`src/rtl/rmd_pkg.sv`:
```
// ----------------------------------------------------------------------------
// rmd_pkg
// Shared widths, the initial vector, round tables and round functions of the
// RIPEMD-160 hash.
// ----------------------------------------------------------------------------
package rmd_pkg;

  localparam int unsigned WordW  = 32;
  localparam int unsigned ByteW  = 8;
  localparam int unsigned CountW = 61;
  localparam int unsigned Rounds = 80;

  typedef logic [WordW-1:0] word_t;

  localparam word_t Iv0 = 32'h67452301;
  localparam word_t Iv1 = 32'hEFCDAB89;
  localparam word_t Iv2 = 32'h98BADCFE;
  localparam word_t Iv3 = 32'h10325476;
  localparam word_t Iv4 = 32'hC3D2E1F0;

  localparam logic [7:0] PadByte = 8'h80;

  localparam logic [3:0] SelA [Rounds] = '{
    4'd0, 4'd1, 4'd2, 4'd3, 4'd4, 4'd5, 4'd6, 4'd7,
    4'd8, 4'd9, 4'd10, 4'd11, 4'd12, 4'd13, 4'd14, 4'd15,
    4'd7, 4'd4, 4'd13, 4'd1, 4'd10, 4'd6, 4'd15, 4'd3,
    4'd12, 4'd0, 4'd9, 4'd5, 4'd2, 4'd14, 4'd11, 4'd8,
    4'd3, 4'd10, 4'd14, 4'd4, 4'd9, 4'd15, 4'd8, 4'd1,
    4'd2, 4'd7, 4'd0, 4'd6, 4'd13, 4'd11, 4'd5, 4'd12,
    4'd1, 4'd9, 4'd11, 4'd10, 4'd0, 4'd8, 4'd12, 4'd4,
    4'd13, 4'd3, 4'd7, 4'd15, 4'd14, 4'd5, 4'd6, 4'd2,
    4'd4, 4'd0, 4'd5, 4'd9, 4'd7, 4'd12, 4'd2, 4'd10,
    4'd14, 4'd1, 4'd3, 4'd8, 4'd11, 4'd6, 4'd15, 4'd13
  };

  localparam logic [3:0] SelB [Rounds] = '{
    4'd5, 4'd14, 4'd7, 4'd0, 4'd9, 4'd2, 4'd11, 4'd4,
    4'd13, 4'd6, 4'd15, 4'd8, 4'd1, 4'd10, 4'd3, 4'd12,
    4'd6, 4'd11, 4'd3, 4'd7, 4'd0, 4'd13, 4'd5, 4'd10,
    4'd14, 4'd15, 4'd8, 4'd12, 4'd4, 4'd9, 4'd1, 4'd2,
    4'd15, 4'd5, 4'd1, 4'd3, 4'd7, 4'd14, 4'd6, 4'd9,
    4'd11, 4'd8, 4'd12, 4'd2, 4'd10, 4'd0, 4'd4, 4'd13,
    4'd8, 4'd6, 4'd4, 4'd1, 4'd3, 4'd11, 4'd15, 4'd0,
    4'd5, 4'd12, 4'd2, 4'd13, 4'd9, 4'd7, 4'd10, 4'd14,
    4'd12, 4'd15, 4'd10, 4'd4, 4'd1, 4'd5, 4'd8, 4'd7,
    4'd6, 4'd2, 4'd13, 4'd14, 4'd0, 4'd3, 4'd9, 4'd11
  };

  localparam logic [4:0] SftA [Rounds] = '{
    5'd11, 5'd14, 5'd15, 5'd12, 5'd5, 5'd8, 5'd7, 5'd9,
    5'd11, 5'd13, 5'd14, 5'd15, 5'd6, 5'd7, 5'd9, 5'd8,
    5'd7, 5'd6, 5'd8, 5'd13, 5'd11, 5'd9, 5'd7, 5'd15,
    5'd7, 5'd12, 5'd15, 5'd9, 5'd11, 5'd7, 5'd13, 5'd12,
    5'd11, 5'd13, 5'd6, 5'd7, 5'd14, 5'd9, 5'd13, 5'd15,
    5'd14, 5'd8, 5'd13, 5'd6, 5'd5, 5'd12, 5'd7, 5'd5,
    5'd11, 5'd12, 5'd14, 5'd15, 5'd14, 5'd15, 5'd9, 5'd8,
    5'd9, 5'd14, 5'd5, 5'd6, 5'd8, 5'd6, 5'd5, 5'd12,
    5'd9, 5'd15, 5'd5, 5'd11, 5'd6, 5'd8, 5'd13, 5'd12,
    5'd5, 5'd12, 5'd13, 5'd14, 5'd11, 5'd8, 5'd5, 5'd6
  };

  localparam logic [4:0] SftB [Rounds] = '{
    5'd8, 5'd9, 5'd9, 5'd11, 5'd13, 5'd15, 5'd15, 5'd5,
    5'd7, 5'd7, 5'd8, 5'd11, 5'd14, 5'd14, 5'd12, 5'd6,
    5'd9, 5'd13, 5'd15, 5'd7, 5'd12, 5'd8, 5'd9, 5'd11,
    5'd7, 5'd7, 5'd12, 5'd7, 5'd6, 5'd15, 5'd13, 5'd11,
    5'd9, 5'd7, 5'd15, 5'd11, 5'd8, 5'd6, 5'd6, 5'd14,
    5'd12, 5'd13, 5'd5, 5'd14, 5'd13, 5'd13, 5'd7, 5'd5,
    5'd15, 5'd5, 5'd8, 5'd11, 5'd14, 5'd14, 5'd6, 5'd14,
    5'd6, 5'd9, 5'd12, 5'd9, 5'd12, 5'd5, 5'd15, 5'd8,
    5'd8, 5'd5, 5'd12, 5'd9, 5'd12, 5'd5, 5'd14, 5'd6,
    5'd8, 5'd13, 5'd6, 5'd5, 5'd15, 5'd13, 5'd11, 5'd11
  };

  function automatic word_t rotl(input word_t v, input logic [4:0] s);
    logic [2*WordW-1:0] w;
    w = {v, v} << s;
    return w[2*WordW-1:WordW];
  endfunction

  function automatic word_t mix(input logic [2:0] g, input word_t x, input word_t y,
                                input word_t z);
    word_t r;
    case (g)
      3'd0:    r = x ^ y ^ z;
      3'd1:    r = (x & y) | (~x & z);
      3'd2:    r = (x | ~y) ^ z;
      3'd3:    r = (x & z) | (y & ~z);
      default: r = x ^ (y | ~z);
    endcase
    return r;
  endfunction

  function automatic word_t add_left(input logic [2:0] g);
    word_t r;
    case (g)
      3'd0:    r = 32'h00000000;
      3'd1:    r = 32'h5A827999;
      3'd2:    r = 32'h6ED9EBA1;
      3'd3:    r = 32'h8F1BBCDC;
      default: r = 32'hA953FD4E;
    endcase
    return r;
  endfunction

  function automatic word_t add_right(input logic [2:0] g);
    word_t r;
    case (g)
      3'd0:    r = 32'h50A28BE6;
      3'd1:    r = 32'h5C4DD124;
      3'd2:    r = 32'h6D703EF3;
      3'd3:    r = 32'h7A6D76E9;
      default: r = 32'h00000000;
    endcase
    return r;
  endfunction

endpackage

```
`src/rtl/rmd_if.sv`:
```
// ----------------------------------------------------------------------------
// rmd_if
// Valid/ready channels of the RIPEMD-160 hash: message bytes in, digest
// words out.
// ----------------------------------------------------------------------------
interface rmd_in_if;
  logic                     valid;
  logic                     ready;
  logic [rmd_pkg::ByteW-1:0] data_byte;
  logic                     byte_valid;
  logic                     end_of_message;

  modport source (output valid, output data_byte, output byte_valid,
                  output end_of_message, input ready);
  modport sink   (input valid, input data_byte, input byte_valid,
                  input end_of_message, output ready);
endinterface

interface rmd_out_if;
  logic                     valid;
  logic                     ready;
  logic [rmd_pkg::WordW-1:0] digest_word;
  logic                     final_word;

  modport source (output valid, output digest_word, output final_word, input ready);
  modport sink   (input valid, input digest_word, input final_word, output ready);
endinterface

```
`src/rtl/ripemd160_hash.sv`:
```
// ----------------------------------------------------------------------------
// ripemd160_hash
// Streaming RIPEMD-160: bytes in, five chaining words out per message.
// ----------------------------------------------------------------------------
// Each accepted word carries at most one message byte; plain bytes are taken
// back to back while the block is idle. Every 64th byte starts a compression
// (a read setup step, 80 rounds with both lines stepping together, a fold
// into the chaining value), during which no word is accepted. The message
// block sits in a 16-entry memory with two registered read ports that feed
// the two lines in each round. An end-of-message word costs a padding step,
// up to 15 words of zero and length fill and one compression; when the
// length does not fit behind the pad byte, at most one fill word and a
// compression close the block, then a second block takes 16 fill words and
// another compression. Five digest words h0..h4 follow, one per cycle as the
// sink takes them. The byte count wraps modulo 2^61, so the bit length wraps
// modulo 2^64.
module ripemd160_hash (
  input  logic      clk_i,
  input  logic      rst_ni,
  rmd_in_if.sink    in_i,
  rmd_out_if.source out_o
);
  import rmd_pkg::*;

  typedef enum logic [2:0] {
    S_IDLE, S_PAD, S_FILL, S_LOAD, S_ROUND, S_FINISH, S_OUT
  } state_e;

  typedef logic [4:0][WordW-1:0] line_t;

  state_e            state_q, state_d;
  line_t             chain_q, chain_d;
  line_t             lft_q, lft_d, rgt_q, rgt_d;
  logic [CountW-1:0] count_q, count_d;
  logic [23:0]       acc_q, acc_d;
  logic [3:0]        fill_q, fill_d;
  logic [6:0]        rnd_q, rnd_d;
  logic [2:0]        out_idx_q, out_idx_d;
  logic              len_phase_q, len_phase_d;
  logic              len_pend_q, len_pend_d;
  logic              pad_pend_q, pad_pend_d;
  logic              final_q, final_d;

  word_t             blk_mem_q [16];
  word_t             rd_a_q, rd_b_q;
  logic              mem_we;
  logic [3:0]        mem_waddr, raddr_a, raddr_b;
  word_t             mem_wdata;

  logic [5:0]        pos;
  logic [1:0]        lane;
  logic              in_fire, out_fire;
  logic [6:0]        rnd_next;
  logic [2:0]        grp;
  word_t             sum_a, sum_b, t_a, t_b;

  assign pos      = count_q[5:0];
  assign lane     = pos[1:0];
  assign in_fire  = in_i.valid && in_i.ready;
  assign out_fire = out_o.valid && out_o.ready;
  assign rnd_next = (rnd_q == 7'(Rounds - 1)) ? 7'd0 : rnd_q + 7'd1;
  assign grp      = rnd_q[6:4];

  assign in_i.ready        = (state_q == S_IDLE);
  assign out_o.valid       = (state_q == S_OUT);
  assign out_o.digest_word = chain_q[out_idx_q];
  assign out_o.final_word  = (out_idx_q == 3'd4);

  // Both lines of one round.
  always_comb begin
    sum_a = lft_q[0] + mix(grp, lft_q[1], lft_q[2], lft_q[3]) + rd_a_q + add_left(grp);
    t_a   = rotl(sum_a, SftA[rnd_q]) + lft_q[4];
    sum_b = rgt_q[0] + mix(3'd4 - grp, rgt_q[1], rgt_q[2], rgt_q[3]) + rd_b_q
            + add_right(grp);
    t_b   = rotl(sum_b, SftB[rnd_q]) + rgt_q[4];
  end

  always_comb begin
    state_d     = state_q;
    chain_d     = chain_q;
    lft_d       = lft_q;
    rgt_d       = rgt_q;
    count_d     = count_q;
    acc_d       = acc_q;
    fill_d      = fill_q;
    rnd_d       = rnd_q;
    out_idx_d   = out_idx_q;
    len_phase_d = len_phase_q;
    len_pend_d  = len_pend_q;
    pad_pend_d  = pad_pend_q;
    final_d     = final_q;
    mem_we      = 1'b0;
    mem_waddr   = pos[5:2];
    mem_wdata   = '0;
    raddr_a     = SelA[rnd_next];
    raddr_b     = SelB[rnd_next];

    case (state_q)
      S_IDLE: begin
        if (in_fire) begin
          if (in_i.byte_valid) begin
            case (lane)
              2'd0:    acc_d[7:0]   = in_i.data_byte;
              2'd1:    acc_d[15:8]  = in_i.data_byte;
              2'd2:    acc_d[23:16] = in_i.data_byte;
              default: begin
                mem_we    = 1'b1;
                mem_wdata = {in_i.data_byte, acc_q};
              end
            endcase
            count_d = count_q + CountW'(1);
            if (pos == 6'd63) begin
              state_d    = S_LOAD;
              pad_pend_d = in_i.end_of_message;
              final_d    = 1'b0;
              len_pend_d = 1'b0;
            end else if (in_i.end_of_message) begin
              state_d = S_PAD;
            end
          end else if (in_i.end_of_message) begin
            state_d = S_PAD;
          end
        end
      end

      S_PAD: begin
        // Close the open word with the pad byte, keep the bytes below it.
        mem_we = 1'b1;
        case (lane)
          2'd0:    mem_wdata = {24'd0, PadByte};
          2'd1:    mem_wdata = {16'd0, PadByte, acc_q[7:0]};
          2'd2:    mem_wdata = {8'd0, PadByte, acc_q[15:0]};
          default: mem_wdata = {PadByte, acc_q};
        endcase
        final_d     = 1'b0;
        len_phase_d = (pos[5:3] != 3'd7);
        len_pend_d  = (pos[5:3] == 3'd7);
        if (pos[5:2] == 4'd15) begin
          state_d = S_LOAD;
        end else begin
          fill_d  = pos[5:2] + 4'd1;
          state_d = S_FILL;
        end
      end

      S_FILL: begin
        mem_we    = 1'b1;
        mem_waddr = fill_q;
        if (len_phase_q && fill_q == 4'd14) begin
          mem_wdata = {count_q[28:0], 3'b000};
        end else if (len_phase_q && fill_q == 4'd15) begin
          mem_wdata = count_q[60:29];
        end
        if (fill_q == 4'd15) begin
          state_d = S_LOAD;
          final_d = len_phase_q;
        end else begin
          fill_d = fill_q + 4'd1;
        end
      end

      S_LOAD: begin
        raddr_a = SelA[0];
        raddr_b = SelB[0];
        lft_d   = chain_q;
        rgt_d   = chain_q;
        rnd_d   = 7'd0;
        state_d = S_ROUND;
      end

      S_ROUND: begin
        lft_d[0] = lft_q[4];
        lft_d[4] = lft_q[3];
        lft_d[3] = rotl(lft_q[2], 5'd10);
        lft_d[2] = lft_q[1];
        lft_d[1] = t_a;
        rgt_d[0] = rgt_q[4];
        rgt_d[4] = rgt_q[3];
        rgt_d[3] = rotl(rgt_q[2], 5'd10);
        rgt_d[2] = rgt_q[1];
        rgt_d[1] = t_b;
        rnd_d    = rnd_next;
        if (rnd_q == 7'(Rounds - 1)) begin
          state_d = S_FINISH;
        end
      end

      S_FINISH: begin
        chain_d[0] = chain_q[1] + lft_q[2] + rgt_q[3];
        chain_d[1] = chain_q[2] + lft_q[3] + rgt_q[4];
        chain_d[2] = chain_q[3] + lft_q[4] + rgt_q[0];
        chain_d[3] = chain_q[4] + lft_q[0] + rgt_q[1];
        chain_d[4] = chain_q[0] + lft_q[1] + rgt_q[2];
        if (final_q) begin
          out_idx_d = 3'd0;
          final_d   = 1'b0;
          state_d   = S_OUT;
        end else if (len_pend_q) begin
          // Second block of the padding: zeros, then the length.
          fill_d      = 4'd0;
          len_phase_d = 1'b1;
          len_pend_d  = 1'b0;
          state_d     = S_FILL;
        end else if (pad_pend_q) begin
          pad_pend_d = 1'b0;
          state_d    = S_PAD;
        end else begin
          state_d = S_IDLE;
        end
      end

      S_OUT: begin
        if (out_fire) begin
          if (out_idx_q == 3'd4) begin
            chain_d = {Iv4, Iv3, Iv2, Iv1, Iv0};
            count_d = '0;
            state_d = S_IDLE;
          end else begin
            out_idx_d = out_idx_q + 3'd1;
          end
        end
      end

      default: state_d = S_IDLE;
    endcase
  end

  always_ff @(posedge clk_i or negedge rst_ni) begin
    if (!rst_ni) begin
      state_q     <= S_IDLE;
      chain_q     <= {Iv4, Iv3, Iv2, Iv1, Iv0};
      count_q     <= '0;
      fill_q      <= '0;
      rnd_q       <= '0;
      out_idx_q   <= '0;
      len_phase_q <= 1'b0;
      len_pend_q  <= 1'b0;
      pad_pend_q  <= 1'b0;
      final_q     <= 1'b0;
    end else begin
      state_q     <= state_d;
      chain_q     <= chain_d;
      count_q     <= count_d;
      fill_q      <= fill_d;
      rnd_q       <= rnd_d;
      out_idx_q   <= out_idx_d;
      len_phase_q <= len_phase_d;
      len_pend_q  <= len_pend_d;
      pad_pend_q  <= pad_pend_d;
      final_q     <= final_d;
    end
  end

  always_ff @(posedge clk_i) begin
    lft_q <= lft_d;
    rgt_q <= rgt_d;
    acc_q <= acc_d;
  end

  // Message block memory: one write port, two registered read ports.
  always_ff @(posedge clk_i) begin
    if (mem_we) begin
      blk_mem_q[mem_waddr] <= mem_wdata;
    end
    rd_a_q <= blk_mem_q[raddr_a];
    rd_b_q <= blk_mem_q[raddr_b];
  end

  a_no_input_while_out: assert property (@(posedge clk_i) disable iff (!rst_ni)
    out_o.valid |-> !in_i.ready)
    else $error("input accepted while digest words are pending");

  a_round_range: assert property (@(posedge clk_i) disable iff (!rst_ni)
    (state_q == S_ROUND) |-> (rnd_q < 7'(Rounds)))
    else $error("round counter out of range");

  a_last_round_folds: assert property (@(posedge clk_i) disable iff (!rst_ni)
    (state_q == S_ROUND && rnd_q == 7'(Rounds - 1)) |=> (state_q == S_FINISH))
    else $error("compression did not fold after the last round");

  a_reinit_after_digest: assert property (@(posedge clk_i) disable iff (!rst_ni)
    (out_fire && out_idx_q == 3'd4) |=> (chain_q[0] == Iv0 && chain_q[4] == Iv4
                                         && count_q == '0 && state_q == S_IDLE))
    else $error("chaining value not reinitialized after the digest");

  a_load_before_round: assert property (@(posedge clk_i) disable iff (!rst_ni)
    (state_q == S_LOAD) |=> (state_q == S_ROUND && rnd_q == 7'd0))
    else $error("rounds did not start at round zero");

endmodule

```
`src/flat_wrapper.sv`:
```
// flat-port wrapper written by rule: the top's interface ports become plain ports
module ripemd160_hash_flat import rmd_pkg::*;
  (clk_i, rst_ni, in_i_valid, in_i_data_byte, in_i_byte_valid, in_i_end_of_message, in_i_ready, out_o_valid, out_o_digest_word, out_o_final_word, out_o_ready);
  rmd_in_if in_i_i ();
  rmd_out_if out_o_i ();
  input  logic clk_i;
  input  logic rst_ni;
  input wire logic [$bits(in_i_i.valid)-1:0] in_i_valid;
  input wire logic [$bits(in_i_i.data_byte)-1:0] in_i_data_byte;
  input wire logic [$bits(in_i_i.byte_valid)-1:0] in_i_byte_valid;
  input wire logic [$bits(in_i_i.end_of_message)-1:0] in_i_end_of_message;
  output wire logic [$bits(in_i_i.ready)-1:0] in_i_ready;
  output wire logic [$bits(out_o_i.valid)-1:0] out_o_valid;
  output wire logic [$bits(out_o_i.digest_word)-1:0] out_o_digest_word;
  output wire logic [$bits(out_o_i.final_word)-1:0] out_o_final_word;
  input wire logic [$bits(out_o_i.ready)-1:0] out_o_ready;
  assign in_i_i.valid = in_i_valid;
  assign in_i_i.data_byte = in_i_data_byte;
  assign in_i_i.byte_valid = in_i_byte_valid;
  assign in_i_i.end_of_message = in_i_end_of_message;
  assign in_i_ready = in_i_i.ready;
  assign out_o_valid = out_o_i.valid;
  assign out_o_digest_word = out_o_i.digest_word;
  assign out_o_final_word = out_o_i.final_word;
  assign out_o_i.ready = out_o_ready;
  ripemd160_hash u_core (.clk_i(clk_i), .rst_ni(rst_ni), .in_i(in_i_i), .out_o(out_o_i));
endmodule
```
`config.mk`:
```
export PLATFORM = sky130hd
export DESIGN_NAME = ripemd160_hash_flat
export DESIGN_NICKNAME = d
export VERILOG_FILES = /design/src/rtl/rmd_pkg.sv /design/src/rtl/rmd_if.sv /design/src/rtl/ripemd160_hash.sv /design/src/flat_wrapper.sv
export SDC_FILE = /design/constraint.sdc
export NUM_CORES = 2
export LEC_CHECK = 0
export ABC_AREA = 0
export CORE_AREA = 8 8 440 442
export CTS_BUF_LIST = sky130_fd_sc_hd__clkbuf_8
export DETAILED_ROUTE_END_ITERATION = 16
export DIE_AREA = 0 0 448 450
export DONT_BUFFER_PORTS = 1
export PLACE_DENSITY_LB_ADDON = 0.25
export SYNTH_ARGS = -nofsm -noshare
export SYNTH_HDL_FRONTEND = slang
export SYNTH_SLANG_ARGS = --single-unit
```
`constraint.sdc`:
```
create_clock -name clk_i -period 16.88 [get_ports clk_i]
set_input_delay 0.844 -clock clk_i [delete_from_list [all_inputs] [get_ports clk_i]]
set_output_delay 0.844 -clock clk_i [all_outputs]
set_load 0.1 [all_outputs]
```
==> out/metrics.cfg <==
[outcome]
outcome = complete, no violations

[placed_design]
dp.cells = 10291
pre_cts_slack_ps = 5914
io_buffers = 0
hpwl_um = 221700
gp_congestion = 1.015

[power]
peakVddDrop_uv = 79.25
internal_power_mw = 4.470
pwr-share-seq_pct = 52.5
switching_share_pct = 22.68
power_density_nw_per_um2 = 63.78
leakage_nw = 38.58
combPwrFrac_pct = 0.3
p_switching_mw = 1.311
totalPowerFinal_mw = 5.781
clkPwrFrac_pct = 47.2

[global_route]
grt_overflow = 0
grt_pass1_wl_um = 433300
grt_pass1_vias = 63649
track_usage_pct = 28.79
antenna_found_initial = 9
grt_max_degree = 243

[synthesis]
yosysTopAreaCellShare_pct = 30.84
netlist_instances = 8048
synth_area_leader_cell = edfxtp_1
synth-seq-cells = 1162
synth_cell_type_count = 112
synth_xor_area_share_pct = 4.612
synth_flop_cell = edfxtp_1
synth-simple-area-share_pct = 10.70
seq_area_frac_synth_pct = 39.77
synth_adder_area_share_pct = 12.24
synthTopCellsByCount = 1184 x mux2i_1, 1020 x nand2_1, 856 x edfxtp_1
syn_avg_cell_area_sq_um = 10.36
synthTopCellsByArea = edfxtp_1 31%, mux2i_1 14%, fa_1 6.8%
synth_edf_count = 856
synth_compound_area_share_pct = 12.45
ys_warn_count = 0
muxShareOfSynthArea_pct = 15.80
netlist_area_sq_um = 83340
synth_top_family_by_area = multiplexers
synth.most_common_cell = mux2i_1
syn_nets = 8707
async_reset_ff_share_pct = 20.83

[clock_network]
clock-root-buffer = clkbuf_8
clock_sinks = 1162
path_clk_slew_ps = 70
insertion_delay_ps = 1020
htree_num_levels = 4
ctsResizeCount = 0
cts_max_path_buffers = 3
numCtsBuffers = 203
cts_tree = done

[setup_path]
worstSetupPathType = reg -> reg
crit_slowest_cell = nor2_1
worstPathRequired_ps = 17710
worstSetupStartpointType = flip-flop
arrival_ps = 12080
crit_path_end_kind = flip-flop
cpLargestDelayFamily = compound AO/OA/AOI/OAI gates
cp_max_fo = 44
cp_common_cell = o21ai_0
worst-path-buf-inv = 4
slowest_delay_ps = 820

[drt]
routedWlPerCell_um = 27.98
final_antenna_net_count = 0
drtPass1Iterations = 8
drc = 0
drtIter0Drc = 7222
via_per_inst = 6.065
vias = 64882
routed_wl_um = 299300

[timing]
clock_skew_ps = 57.89
fmax_ghz = 0.08891
min_period_ps = 11250
rsz0062_at_grt = false
finalHoldViolCount = 0
slew-limit-headroom_pct = 16.91
worst_pin_slew_ps = 1246
fin_tns_setup_ps = 0
final-setup-viol-count = 0
period_share_pct = 66.63
finalMaxSlewViolations = 0
final.setup.worst_slack_ps = 5633

[flow_run]
maxCapViolCount = 0

[finish]
multi_input_area_sq_um = 47020
area_growth_pct = 8.774
stdcell_count = 10697
fillers = 17068
drive_gt1_share_pct = 8.910
regArea_sq_um = 33160
nNetsFinal = 8673

[floorplanning]
io-pin-count = 49
die_h_um = 450
initial_core_util_pct = 44.66
rows = 159
chipWidth_um = 448
die_area_sq_um = 201600
coreArea_sq_um = 186600

[hold_path]
hold_path.class = in -> reg

-- worst register-to-register path, delay by kind of cell (launching register included) --
| kind | cells | cell delay [ps] |
|---|---|---|
| AO/OA/AOI/OAI | 17 | 4890 |
| flip-flops | 1 | 640 |
| adder cells (fa/ha/maj) | 5 | 2360 |
| multiplexers | 3 | 760 |
| buffers and inverters | 4 | 870 |
| XOR/XNOR | 1 | 320 |
| AND/OR/NAND/NOR | 4 | 1200 |
-- final timing paths --
check,cells past startpoint,from,slack (ps),to
min in group asynchronous,2,rst_ni,420,u_core.chain_q[37]
worst min register to register,2,u_core.pad_pend_q,520,u_core.pad_pend_q
max in group asynchronous,3,rst_ni,15100,u_core.chain_q[27]
worst max-delay path,34,u_core.rnd_q[5],5630,u_core.rgt_q[63]
worst min-delay path,3,out_o_ready,160,u_core.state_q[0]
worst max register to register,34,u_core.rnd_q[5],5630,u_core.rgt_q[63]
-- sequential cells by signal (all words and copies together) (netlist names) --
name                count
u_core.state_q          3
u_core.out_idx_q        3
u_core.rgt_q          160
u_core.rd_a_q          32
u_core.rnd_q            7
u_core.blk_mem_q      512
u_core.len_phase_q      1
u_core.rd_b_q          32
u_core.fill_q           4
u_core.chain_q        160
u_core.acc_q           24
u_core.count_q         61
u_core.pad_pend_q       1
u_core.len_pend_q       1
u_core.final_q          1
u_core.lft_q          160
-- layout make-up --
| type | instances | share of cell area, % |
|---|---|---|
| repair buffers | 154 | 1.391 |
| well taps | 2495 | 3.444 |
| clock inverters | 165 | 1.335 |
| inverters | 488 | 2.032 |
| flip-flops and latches | 1162 | 36.58 |
| clock buffers | 219 | 3.325 |
| multi-input cells | 6005 | 51.87 |
| diodes | 9 | 0.02484 |
-- kinds of logic (layout without fill, tap and decap cells) --
family	count (synthesis)	count (layout)
multiplexers	1268	1268
AND/OR/NAND/NOR	2020	2020
AO/OA/AOI/OAI	1639	1639
other	0	9
flip-flops	1162	1162
adder cells (fa/ha/maj)	645	645
XOR/XNOR	433	433
buffers and inverters	881	1026
-- metal layers --
| metal | global-route usage, % | share of wire [%] |
|---|---|---|
| met3 | 4.562 | 7.5 |
| met1 | 38.44 | 41 |
| met5 | 0 | 0.012 |
| met2 | 46.52 | 46 |
| met4 | 12.28 | 5.0 |
-- layout by cell type (no fill, tap or decap), drive strengths merged, types with 58 or more instances in the layout --
cell / instances
dfstp: 80
nor3: 101
ha: 361
a21o: 125
fa: 284
a21oi: 392
o21ai: 526
xnor2: 292
nand3: 103
nand2b: 69
dfrtp: 162
nand4: 63
o22ai: 91
nor2b: 99
nor2: 402
nand2: 1021
inv: 572
edfxtp: 856
o211ai: 58
clkinv: 65
buf: 143
mux2i: 1184
xor2: 140
clkbuf: 219
dfxtp: 64
-- what timing repair did --
action,4_1_cts,5_1_grt
hold endpoints to repair,270,0
setup buffers,0,0
hold buffers,12,0
-- metrics by stage --
step / hold WS (ps) / utilization (%) / instance area [sq um]
final: 161.3 / 48.58 / 90650
after global routing: 132.7 / 48.57 / 90640
after CTS: 27.70 / 48.55 / 90600
after detailed placement: 502.7 / 46.21 / 86240
after global placement: 492.8 / 46.21 / 86240
after floorplan: 463.5 / - / 83340
-- power groups by stage --
stage               Sequential [mW]  Clock (mW)  Combinational [mW]
floorplan                      3.09           0           0.0000972
global placement               3.09           0           0.0000975
detailed placement             3.09           0           0.0000975
CTS                            3.04        2.78              0.0175
global route                   3.03        2.89              0.0199
finish                         3.04        2.73              0.0174
No activity file was read; power rests on OpenSTA's default activity.
